<file path="src/zvas_pkg.sv">
// ----------------------------------------------------------------------------
// zvas_pkg
// Shared types, constants and zigzag helpers for the varint array summer.
// ----------------------------------------------------------------------------
package zvas_pkg;

  localparam int unsigned ZVAS_FIFO_DEPTH = 2;
  localparam int unsigned SumW            = 64;
  localparam int unsigned ShiftW          = 7;
  localparam logic [ShiftW-1:0] GroupBits = 7'd7;

  typedef enum logic [1:0] {
    PH_COUNT = 2'd0,
    PH_SIZE  = 2'd1,
    PH_ITEMS = 2'd2,
    PH_DONE  = 2'd3
  } phase_e;

  typedef struct packed {
    logic full;
    logic not_empty;
  } fifo_status_t;

  function automatic logic [SumW-1:0] unzigzag(input logic [SumW-1:0] v);
    return (v >> 1) ^ {SumW{v[0]}};
  endfunction

  function automatic logic [SumW-1:0] zigzag(input logic [SumW-1:0] v);
    return {v[SumW-2:0], 1'b0} ^ {SumW{v[SumW-1]}};
  endfunction

endpackage

</file>
<file path="src/zvas_front.sv">
// ----------------------------------------------------------------------------
// zvas_front
// Byte-serial varint parser: tracks block count, skips block sizes, sums
// items and hands the final sum to the queue on the message's last byte.
// ----------------------------------------------------------------------------
module zvas_front
  import zvas_pkg::*;
(
  input  logic            clk_i,
  input  logic            rst_ni,
  input  logic            in_valid_i,
  output logic            in_ready_o,
  input  logic [7:0]      data_byte_i,
  input  logic            end_of_message_i,
  input  fifo_status_t    fifo_status_i,
  output logic            push_o,
  output logic [SumW-1:0] push_sum_o
);

  phase_e              phase_q, phase_d;
  logic [SumW-1:0]     accum_q, accum_d;
  logic [ShiftW-1:0]   shift_q, shift_d;
  logic [SumW-1:0]     items_q, items_d;
  logic [SumW-1:0]     sum_q, sum_d;

  logic                accept;
  logic                active;
  logic                done_v;
  logic                add_en;
  logic [SumW-1:0]     grp;
  logic [SumW-1:0]     accum_new;
  logic [SumW-1:0]     val;
  logic [SumW-1:0]     items_dec;
  logic [SumW-1:0]     sum_new;

  assign in_ready_o = ~fifo_status_i.full;
  assign accept     = in_valid_i & in_ready_o;
  assign active     = (phase_q != PH_DONE);

  // groups at bit 64 and above drop out
  assign grp       = shift_q[ShiftW-1] ? '0 : (SumW'(data_byte_i[6:0]) << shift_q[5:0]);
  assign accum_new = accum_q | grp;
  assign val       = unzigzag(accum_new);
  assign done_v    = active & ~data_byte_i[7];
  assign items_dec = items_q - SumW'(1);

  // completed item, or item left open at message end
  assign add_en  = (phase_q == PH_ITEMS) & (~data_byte_i[7] | end_of_message_i);
  assign sum_new = sum_q + (add_en ? val : '0);

  assign push_o     = accept & end_of_message_i;
  assign push_sum_o = sum_new;

  always_comb begin
    phase_d = phase_q;
    accum_d = accum_q;
    shift_d = shift_q;
    items_d = items_q;
    sum_d   = sum_q;
    if (accept) begin
      if (end_of_message_i) begin
        phase_d = PH_COUNT;
        accum_d = '0;
        shift_d = '0;
        items_d = '0;
        sum_d   = '0;
      end else if (active) begin
        sum_d = sum_new;
        if (done_v) begin
          accum_d = '0;
          shift_d = '0;
          case (phase_q)
            PH_COUNT: begin
              if (val == '0) begin
                phase_d = PH_DONE;
              end else if (val[SumW-1]) begin
                items_d = '0 - val;
                phase_d = PH_SIZE;
              end else begin
                items_d = val;
                phase_d = PH_ITEMS;
              end
            end
            PH_SIZE: begin
              phase_d = PH_ITEMS;
            end
            PH_ITEMS: begin
              items_d = items_dec;
              if (items_dec == '0) begin
                phase_d = PH_COUNT;
              end
            end
            default: begin
              phase_d = phase_q;
            end
          endcase
        end else begin
          accum_d = accum_new;
          if (!shift_q[ShiftW-1]) begin
            shift_d = shift_q + GroupBits;
          end
        end
      end
    end
  end

  always_ff @(posedge clk_i or negedge rst_ni) begin
    if (!rst_ni) begin
      phase_q <= PH_COUNT;
      accum_q <= '0;
      shift_q <= '0;
      items_q <= '0;
      sum_q   <= '0;
    end else begin
      phase_q <= phase_d;
      accum_q <= accum_d;
      shift_q <= shift_d;
      items_q <= items_d;
      sum_q   <= sum_d;
    end
  end

endmodule

</file>
<file path="src/zvas_fifo.sv">
// ----------------------------------------------------------------------------
// zvas_fifo
// Small queue of finished sums between the parser and the encoder.
// ----------------------------------------------------------------------------
module zvas_fifo
  import zvas_pkg::*;
#(
  parameter int unsigned Depth = ZVAS_FIFO_DEPTH
) (
  input  logic            clk_i,
  input  logic            rst_ni,
  input  logic            push_i,
  input  logic [SumW-1:0] push_data_i,
  input  logic            pop_i,
  output logic [SumW-1:0] head_o,
  output fifo_status_t    status_o
);

  localparam int unsigned PtrW = (Depth > 1) ? $clog2(Depth) : 1;
  localparam int unsigned CntW = $clog2(Depth + 1);
  localparam logic [PtrW-1:0] LastPtr = PtrW'(Depth - 1);
  localparam logic [CntW-1:0] FullCnt = CntW'(Depth);

  logic [SumW-1:0] mem_q [Depth];
  logic [PtrW-1:0] wr_ptr_q, rd_ptr_q;
  logic [CntW-1:0] cnt_q;
  logic            do_push, do_pop;

  assign status_o.full      = (cnt_q == FullCnt);
  assign status_o.not_empty = (cnt_q != '0);
  assign do_push = push_i & ~status_o.full;
  assign do_pop  = pop_i & status_o.not_empty;
  assign head_o  = mem_q[rd_ptr_q];

  always_ff @(posedge clk_i) begin
    if (do_push) begin
      mem_q[wr_ptr_q] <= push_data_i;
    end
  end

  always_ff @(posedge clk_i or negedge rst_ni) begin
    if (!rst_ni) begin
      wr_ptr_q <= '0;
      rd_ptr_q <= '0;
      cnt_q    <= '0;
    end else begin
      if (do_push) begin
        wr_ptr_q <= (wr_ptr_q == LastPtr) ? '0 : wr_ptr_q + PtrW'(1);
      end
      if (do_pop) begin
        rd_ptr_q <= (rd_ptr_q == LastPtr) ? '0 : rd_ptr_q + PtrW'(1);
      end
      if (do_push && !do_pop) begin
        cnt_q <= cnt_q + CntW'(1);
      end else if (do_pop && !do_push) begin
        cnt_q <= cnt_q - CntW'(1);
      end
    end
  end

endmodule

</file>
<file path="src/zvas_back.sv">
// ----------------------------------------------------------------------------
// zvas_back
// Zigzag varint encoder: emits one 7-bit group of the sum per request.
// ----------------------------------------------------------------------------
module zvas_back
  import zvas_pkg::*;
(
  input  logic            clk_i,
  input  logic            rst_ni,
  input  logic [SumW-1:0] head_i,
  input  fifo_status_t    fifo_status_i,
  output logic            pop_o,
  output logic            out_valid_o,
  input  logic            out_ready_i,
  output logic [7:0]      out_byte_o,
  output logic            last_byte_o
);

  logic [SumW-1:0] z_q, z_d;
  logic            vld_q, vld_d;
  logic            more;
  logic            out_acc;

  assign more        = |z_q[SumW-1:7];
  assign out_valid_o = vld_q;
  assign out_byte_o  = {more, z_q[6:0]};
  assign last_byte_o = ~more;
  assign out_acc     = vld_q & out_ready_i;
  assign pop_o       = fifo_status_i.not_empty & (~vld_q | (out_acc & ~more));

  always_comb begin
    z_d   = z_q;
    vld_d = vld_q;
    if (pop_o) begin
      z_d   = zigzag(head_i);
      vld_d = 1'b1;
    end else if (out_acc) begin
      if (more) begin
        z_d = z_q >> 7;
      end else begin
        vld_d = 1'b0;
      end
    end
  end

  always_ff @(posedge clk_i) begin
    z_q <= z_d;
  end

  always_ff @(posedge clk_i or negedge rst_ni) begin
    if (!rst_ni) begin
      vld_q <= 1'b0;
    end else begin
      vld_q <= vld_d;
    end
  end

endmodule

</file>
<file path="src/zigzag_varint_array_summer.sv">
// ----------------------------------------------------------------------------
// zigzag_varint_array_summer
// Sums an array of zigzag varint longs per message; emits the encoded sum.
// ----------------------------------------------------------------------------
// Throughput: one payload byte per cycle unless the sum queue is full.
// The final sum is queued, then loaded into the encoder before its first byte.
// Encoder emits one sum byte per cycle (1 to 10 per message) unless stalled,
// fed by a sum queue of FifoDepth entries, so parsing continues while it drains.
// Reset: asynchronous, active low; clears parser state and empties the queue.
module zigzag_varint_array_summer
  import zvas_pkg::*;
#(
  parameter int unsigned FifoDepth = ZVAS_FIFO_DEPTH
) (
  input  logic       clk_i,
  input  logic       rst_ni,
  input  logic       in_valid_i,
  output logic       in_ready_o,
  input  logic [7:0] data_byte_i,
  input  logic       end_of_message_i,
  output logic       out_valid_o,
  input  logic       out_ready_i,
  output logic [7:0] out_byte_o,
  output logic       last_byte_o
);

  fifo_status_t    fifo_status;
  logic            push;
  logic [SumW-1:0] push_sum;
  logic            pop;
  logic [SumW-1:0] head;

  zvas_front u_front (
    .clk_i            (clk_i),
    .rst_ni           (rst_ni),
    .in_valid_i       (in_valid_i),
    .in_ready_o       (in_ready_o),
    .data_byte_i      (data_byte_i),
    .end_of_message_i (end_of_message_i),
    .fifo_status_i    (fifo_status),
    .push_o           (push),
    .push_sum_o       (push_sum)
  );

  zvas_fifo #(
    .Depth (FifoDepth)
  ) u_fifo (
    .clk_i       (clk_i),
    .rst_ni      (rst_ni),
    .push_i      (push),
    .push_data_i (push_sum),
    .pop_i       (pop),
    .head_o      (head),
    .status_o    (fifo_status)
  );

  zvas_back u_back (
    .clk_i         (clk_i),
    .rst_ni        (rst_ni),
    .head_i        (head),
    .fifo_status_i (fifo_status),
    .pop_o         (pop),
    .out_valid_o   (out_valid_o),
    .out_ready_i   (out_ready_i),
    .out_byte_o    (out_byte_o),
    .last_byte_o   (last_byte_o)
  );

endmodule

</file>
<file path="config.mk">
export PLATFORM = sky130hd
export DESIGN_NAME = zigzag_varint_array_summer
export DESIGN_NICKNAME = d
export VERILOG_FILES = /design/src/zvas_pkg.sv /design/src/zvas_front.sv /design/src/zvas_fifo.sv /design/src/zvas_back.sv /design/src/zigzag_varint_array_summer.sv
export SDC_FILE = /design/constraint.sdc
export NUM_CORES = 1
export LEC_CHECK = 0
export BUFFER_PORTS_ARGS = -buffer_cell sky130_fd_sc_hd__buf_2
export CAP_MARGIN = 10
export CORE_UTILIZATION = 30
export CTS_CLUSTER_DIAMETER = 120
export DETAILED_ROUTE_END_ITERATION = 8
export PLACE_DENSITY = 0.55
export SLEW_MARGIN = 0
export SYNTH_ARGS = -nofsm -noshare
export SYNTH_HDL_FRONTEND = slang
export SYNTH_SLANG_ARGS = --single-unit
</file>
<file path="constraint.sdc">
create_clock -name clk_i -period 7.68 [get_ports clk_i]
set_input_delay 1.536 -clock clk_i [delete_from_list [all_inputs] [get_ports clk_i]]
set_output_delay 1.536 -clock clk_i [all_outputs]
set_load 0.01 [all_outputs]
</file>
-- After elaboration in Yosys (flattened, before gate mapping)
Memory sizes are Yosys's and may differ from the RTL's.
Cells that the tools add are included.
- register bits after elaboration: 270
- RAM bits: 128
- input port bits: 13
- output and inout port bits: 11
- logic and storage cells: 105
- memories: 1
- memories (memory ; words ; width ; rd ports ; clocked after Yosys merged registers in ; wr ports ; line ; text):
    u_fifo.mem_q ; 2 ; 64 ; 1 ; 0 ; 1 ; zvas_fifo.sv:24 ; logic [SumW-1:0] mem_q [Depth];
- $add $sub $neg: 8
- equality and inequality tests: 8
- shift-type cells: 1
- multiplexer cells: 36
- bitwise operators: 18
- reductions and logical operators: 22
- operators with widths (operator ; count):
    two-way mux 64 bit ; 15
    logical NOT 64 bit ; 2
    case mux 64 bit (2 select lines) ; 1
    adder 64 bit ; 1
    bitwise OR 64 bit ; 1
    left shift 7 x 6 -> 64 bit ; 1
    subtractor 1 x 64 -> 64 bit (first input constant) ; 1
    subtractor 64 x 1 -> 64 bit (second input constant) ; 1
    bitwise XOR 63 x 64 -> 64 bit ; 1
    bitwise XOR 64 bit ; 1
    OR reduction 57 bit ; 1
    two-way mux 7 bit ; 4
    two-way mux 2 bit ; 8
    nonzero test 2 bit ; 6
    AND reduction 5 bit ; 2
    AND 1 bit ; 9
    inequality test 3 bit (second input constant) ; 3
    adder 7 x 3 -> 7 bit (second input constant) ; 1
    two-way mux 1 bit ; 7
    case mux 2 bit (3 select lines) ; 1
    AND reduction 2 bit ; 3
    == test 2 bit (second input constant) ; 2
    inequality test 2 bit (second input constant) ; 2
    NOT 1 bit ; 4
    other kinds (11) ; 15

-- Logic depth before layout (Yosys ltp)
- depth in word-level cells: 11
- depth in mapped cells: 25
- depth with buffers taken out: 20

-- By module
A second synthesis with hierarchy kept.
- cells, all modules: 2775
- area total of the unflattened synthesis: 26907.1 um^2
- by module, submodules not included (module ; times used ; cells each ; area an instance (um^2) ; sequential area each (um^2)):
    zvas_front ; 1 ; 2314 ; 18211.2 ; 5029.8
    zvas_fifo ; 1 ; 218 ; 5024.8 ; 3943.8
    zvas_back ; 1 ; 243 ; 3671.0 ; 1946.9

-- Worst setup path after synthesis
OpenSTA, ideal clock, no wires.
- path kind: input port to flip-flop
- start: in data_byte_i[0]
- end: mem u_fifo.mem_q[0][63], data pin
- setup time: 263 ps
- data arrival time: 6891 ps
- path slack: 526 ps
- stages on the path: 22
- buffers on the path: 5
- cells stage by stage: nor3b_4 > a31o_2 > inv_2 > buf_2 > buf_1 > buf_1 > clkbuf_1 > clkbuf_1 > xnor2_1 > nor2_1 > ha_1 > o211ai_1 > a2111oi_0 > nand3b_1 > o211ai_1 > a221oi_1 > o31ai_1 > a31oi_1 > o31ai_1 > o221ai_1 > xor2_1 > xnor2_1
- word-level cells in the longest chain between the ends: 6
- ends and longest elaborated chain (what ; line ; text):
    start: declaration ; zigzag_varint_array_summer.sv:19 ; input logic [7:0] data_byte_i,
    left shift 7 x 6 -> 64 bit ; zvas_front.sv:41 ; assign grp = shift_q[ShiftW-1] ? '0 : (SumW'(data_byte_i[6:0]) << shift_q[5:0]);
    two-way mux 64 bit ; zvas_front.sv:41 ;
    bitwise OR 64 bit ; zvas_front.sv:42 ; assign accum_new = accum_q | grp;
    bitwise XOR 63 x 64 -> 64 bit ; zvas_pkg.sv:25 ; return (v >> 1) ^ {SumW{v[0]}};
    two-way mux 64 bit ; zvas_front.sv:49 ; assign sum_new = sum_q + (add_en ? val : '0);
    adder 64 bit ; zvas_front.sv:49 ;
    via push_sum[63] ; zigzag_varint_array_summer.sv:29 ; logic [SumW-1:0] push_sum;
    end: declaration ; zvas_fifo.sv:24 ;
The timed path passes the listed nets, and every way through them passes these cells.

-- Worst setup path in the final report
- start: reg u_front.shift_q[1]
- end: mem u_fifo.mem_q[0][63], data pin
- word-level cells in the longest chain between the ends: 6
- ends and longest elaborated chain (what ; line ; text):
    start: declaration ; zvas_front.sv:22 ; logic [ShiftW-1:0] shift_q, shift_d;
    start signal: assignment ; zvas_front.sv:117 ; shift_q <= shift_d;
    left shift 7 x 6 -> 64 bit ; zvas_front.sv:41 ;
    two-way mux 64 bit ; zvas_front.sv:41 ;
    bitwise OR 64 bit ; zvas_front.sv:42 ;
    bitwise XOR 63 x 64 -> 64 bit ; zvas_pkg.sv:25 ;
    two-way mux 64 bit ; zvas_front.sv:49 ;
    adder 64 bit ; zvas_front.sv:49 ;
    via push_sum[63] ; zigzag_varint_array_summer.sv:29 ;
The timed path passes the listed nets, and every way through them passes these cells.

==> results.tsv <==
stage	metric	value	unit
status	status	completed	
logic_synthesis	synth-seq-area-share	0.4174	
floorplan	dieArea	88400	um^2
clock_network	cts_resized	0	
floorplan	core_area	85820	um^2
floorplan	die_h	297.3	um
clock_network	cts_hold_buf	0	
logic_synthesis	yosys.cell_count.top_type	nor2_1	
setup_path	critPathCaptureType	flip-flop	
job	cap_viol_max_count	0	
power_and_ir_drop	p_sw	0.004916	W
logic_synthesis	ys_seq_elements	398	
detailed_routing	detail_route.iter0.violations	2514	
clock_network	root_buffer	clkbuf_16	
timing	finalMaxSlewViolations	0	
clock_network	cts_made_buffers	46	
logic_synthesis	async_reset_ff_frac	0.5176	
timing	fin_hold_ws	0.4900	ns
worst_hold_path	hold_start	u_front.accum_q[34]	
grt	grt_antenna_before_repair	2	
timing	slew_headroom	0.2454	
logic_synthesis	synth_top_cell_area_share	0.2204	
grt	grt_max_degree	122	
timing	skew	0.03961	ns
layout	nets	2890	
layout	area_delta_synth_final	11.25	%
grt	grt_pass1_wl	133800	um
detailed_routing	drc	0	
setup_path	timing.rr.start	u_front.shift_q[1]	
clock_network	postCtsSetupRepairBufs	0	
detailed_routing	wl	86990	um
layout	drive_above_1_share	0.08489	
grt	track_usage	0.1934	
timing	min_period	6.886	ns
timing	final_hold_viol_count	0	
logic_synthesis	synth_cell_types	102	
floorplan	ios	24	
power_and_ir_drop	power_frac_clock	0.209	
setup_path	worstPathArrival	7.22	ns
placed_design	io_buffers	23	
timing	finalCritPeriodShare	0.8967	
logic_synthesis	synth_edf_count	192	
placed_design	dp_hpwl	63510	um
detailed_routing	ant_nets	0	
detailed_routing	via_per_inst	5.592	
floorplan	rows	107	
timing	fmax	145.2	MHz
detailed_routing	wl_per_cell	21.84	um
power_and_ir_drop	intPower	0.005985	W
grt	gr-total-overflow	0	
setup_path	r2r_slack	0.79	ns
worst_hold_path	whs_path_depth	2	
setup_path	required	8.01	ns
power_and_ir_drop	p_seq_frac	0.292	
detailed_routing	first_pass_iters	5	
clock_network	clk_pin_slew	0.06	ns
logic_synthesis	postSynthAreaPerCell	9.190	um^2
timing	rsz0062_at_grt	false	
timing	fin_setup_tns	0	ns
grt	grt_pass1_vias	21050	
clock_network	ctsHtreeMaxLevel	2	
power_and_ir_drop	vdd_drop_max	0.0002146	V
power_and_ir_drop	power_density	374.5	nW/um^2
logic_synthesis	yosysWarnings	0	
logic_synthesis	yosys-top-cells-count	nor2_1, nand2_1, a21oi_1, dfrtp_1, xnor2_1	
clock_network	tritoncts	built	
floorplan	die_w	297.3	um
logic_synthesis	synthCells	2847	
layout	n_antenna_cell	0	
power_and_ir_drop	swShare	0.4510	
timing	worstMarginPinSlew	1.103	ns
worst_hold_path	hold_class	reg -> reg	
power_and_ir_drop	pwr-share-comb	0.499	
worst_hold_path	whs_endpoint	u_front.accum_q[34]	
layout	final.fill_count	8776	
clock_network	clock_path_buffers	3	
timing	setup_viol	0	
clock_network	clk_latency	0.62	ns
logic_synthesis	syn_area	26160	um^2
floorplan	start_util	0.3049	
setup_path	crit_fanout	25	
setup_path	r2r_cells	21	
logic_synthesis	syn_nets	2934	
power_and_ir_drop	leakagePower	11.59	nW
setup_path	r2r_end	u_fifo.mem_q[0][63]	
logic_synthesis	ys_top_cells_by_area	edfxtp_1, dfrtp_1, xnor2_1	
detailed_routing	num_vias	22270	
placed_design	gp_congestion	0.9760	
setup_path	start_kind	flip-flop	
setup_path	critPathKind	reg -> reg	
logic_synthesis	synth_flop_cell	dfrtp_1	
logic_synthesis	synth_largest_area_cell	edfxtp_1	
clock_network	clkSinkCount	398	
flip-flops by register name (all words and copies together), names as in the netlist:
register	cells
u_front.items_q	64
u_fifo.mem_q	128
u_back.out_valid_o	1
u_front.sum_q	64
u_fifo.wr_ptr_q	1
u_front.accum_q	64
u_back.z_q	64
u_fifo.rd_ptr_q	1
u_fifo.cnt_q	2
u_front.phase_q	2
u_front.shift_q	7
how the worst max path moves through the flow:
stage	slack [ns]	cells past startpoint	to	start
finish	0.79	21	u_fifo.mem_q[0][63]	u_front.shift_q[1]
global route	0.35	21	u_fifo.mem_q[0][63]	u_front.shift_q[1]
CTS	0.87	21	u_fifo.mem_q[0][63]	u_front.shift_q[1]
detailed placement	0.53	20	u_fifo.mem_q[0][63]	data_byte_i[1]
global placement	0.47	20	u_fifo.mem_q[0][63]	data_byte_i[1]
floorplan	0.53	22	u_fifo.mem_q[0][63]	data_byte_i[0]
metrics by stage:
stage,total power (W),std cells,area [um^2],utilization,setup slack (ns)
2_1_floorplan,0.006889,2847,26160,-,0.5261
3_3_place_gp,0.008540,3898,27560,0.3212,0.4682
5_1_grt,0.01153,3983,29110,0.3392,0.3530
4_1_cts,0.01087,3982,29100,0.3391,0.8737
3_5_place_dp,0.008546,3898,27560,0.3212,0.5326
6_report,0.01090,3983,29110,0.3392,0.7937
layout make-up:
type / count / area (um^2) / share of cell area
well taps: 1144 / 1431 / 0.04918
clock buffers: 66 / 1329 / 0.04565
inverters: 38 / 145.1 / 0.004986
repair buffers: 94 / 680.7 / 0.02338
flip-flops and latches: 398 / 10920 / 0.3753
clock inverters: 18 / 209.0 / 0.007179
multi-input cells: 2225 / 14390 / 0.4943
kinds of logic after synthesis:
logic type | count (synthesis) | share of synthesized area
simple gates | 974 | 0.1822
compound gates | 837 | 0.2094
flops | 398 | 0.4174
xor+xnor | 254 | 0.08503
buf+inv | 224 | 0.03553
mux | 86 | 0.03472
fa+ha+maj | 74 | 0.03568
power by group through the flow:
stage / Combinational, W / Sequential (W) / Clock (W)
after floorplan: 0.00388 / 0.00301 / 0
after global placement: 0.00532 / 0.00322 / 0
after detailed placement: 0.00534 / 0.00321 / 0
after CTS: 0.00535 / 0.00318 / 0.00234
after global routing: 0.00588 / 0.00324 / 0.00241
final: 0.00543 / 0.00319 / 0.00228
worst max-delay path, stage by stage, from the launching register on:
cell,delay [ns]
dfrtp_1,0.99
buf_4,0.32
nor2b_1,0.30
a221o_1,0.57
and2_0,0.49
a31oi_1,0.26
nand2_1,0.12
a21oi_1,0.07
ha_1,0.43
nand4_1,0.13
a2111oi_0,0.45
buf_4,0.21
nand3b_1,0.08
o211ai_1,0.21
a221oi_1,0.22
o31ai_1,0.23
buf_4,0.18
a31oi_1,0.17
o31ai_1,0.48
o221ai_1,0.31
xor2_1,0.22
xnor2_1,0.16
cell usage in the layout, fill, tap and decap left out, types with 11 or more instances in the layout:
cell type / count
or2_2: 20
nand3_1: 60
xnor2_1: 206
edfxtp_1: 192
a31oi_1: 43
clkbuf_16: 48
o22ai_1: 20
a22o_1: 73
o31ai_1: 13
xor2_1: 48
o21bai_1: 16
nand2_1: 267
and3_1: 18
nor4_1: 45
or3_1: 21
dfrtp_1: 205
nor3b_1: 15
a21o_1: 52
buf_2: 22
clkbuf_1: 12
o21ai_0: 196
a32oi_1: 12
nand3b_1: 13
nor2_1: 270
a21boi_0: 11
and2_1: 11
inv_1: 36
nor2b_1: 22
mux2i_1: 74
buf_4: 68
a21oi_1: 214
o21a_1: 19
nand4_1: 35
o211ai_1: 19
nor3_1: 77
ha_1: 73
or4_1: 14
o221ai_1: 14
nand2b_1: 24
layer usage:
metal  GRT usage  up-vias  wire, um  part of all wire
li1            -    10460         -                 -
met1      0.2876    10890     41970              0.48
met2      0.2822      760     36320              0.42
met3     0.02564      157      5288             0.061
met4     0.07253        0      3407             0.039
met5           0        -         0                 0
Power figures use the tool's default switching activity.
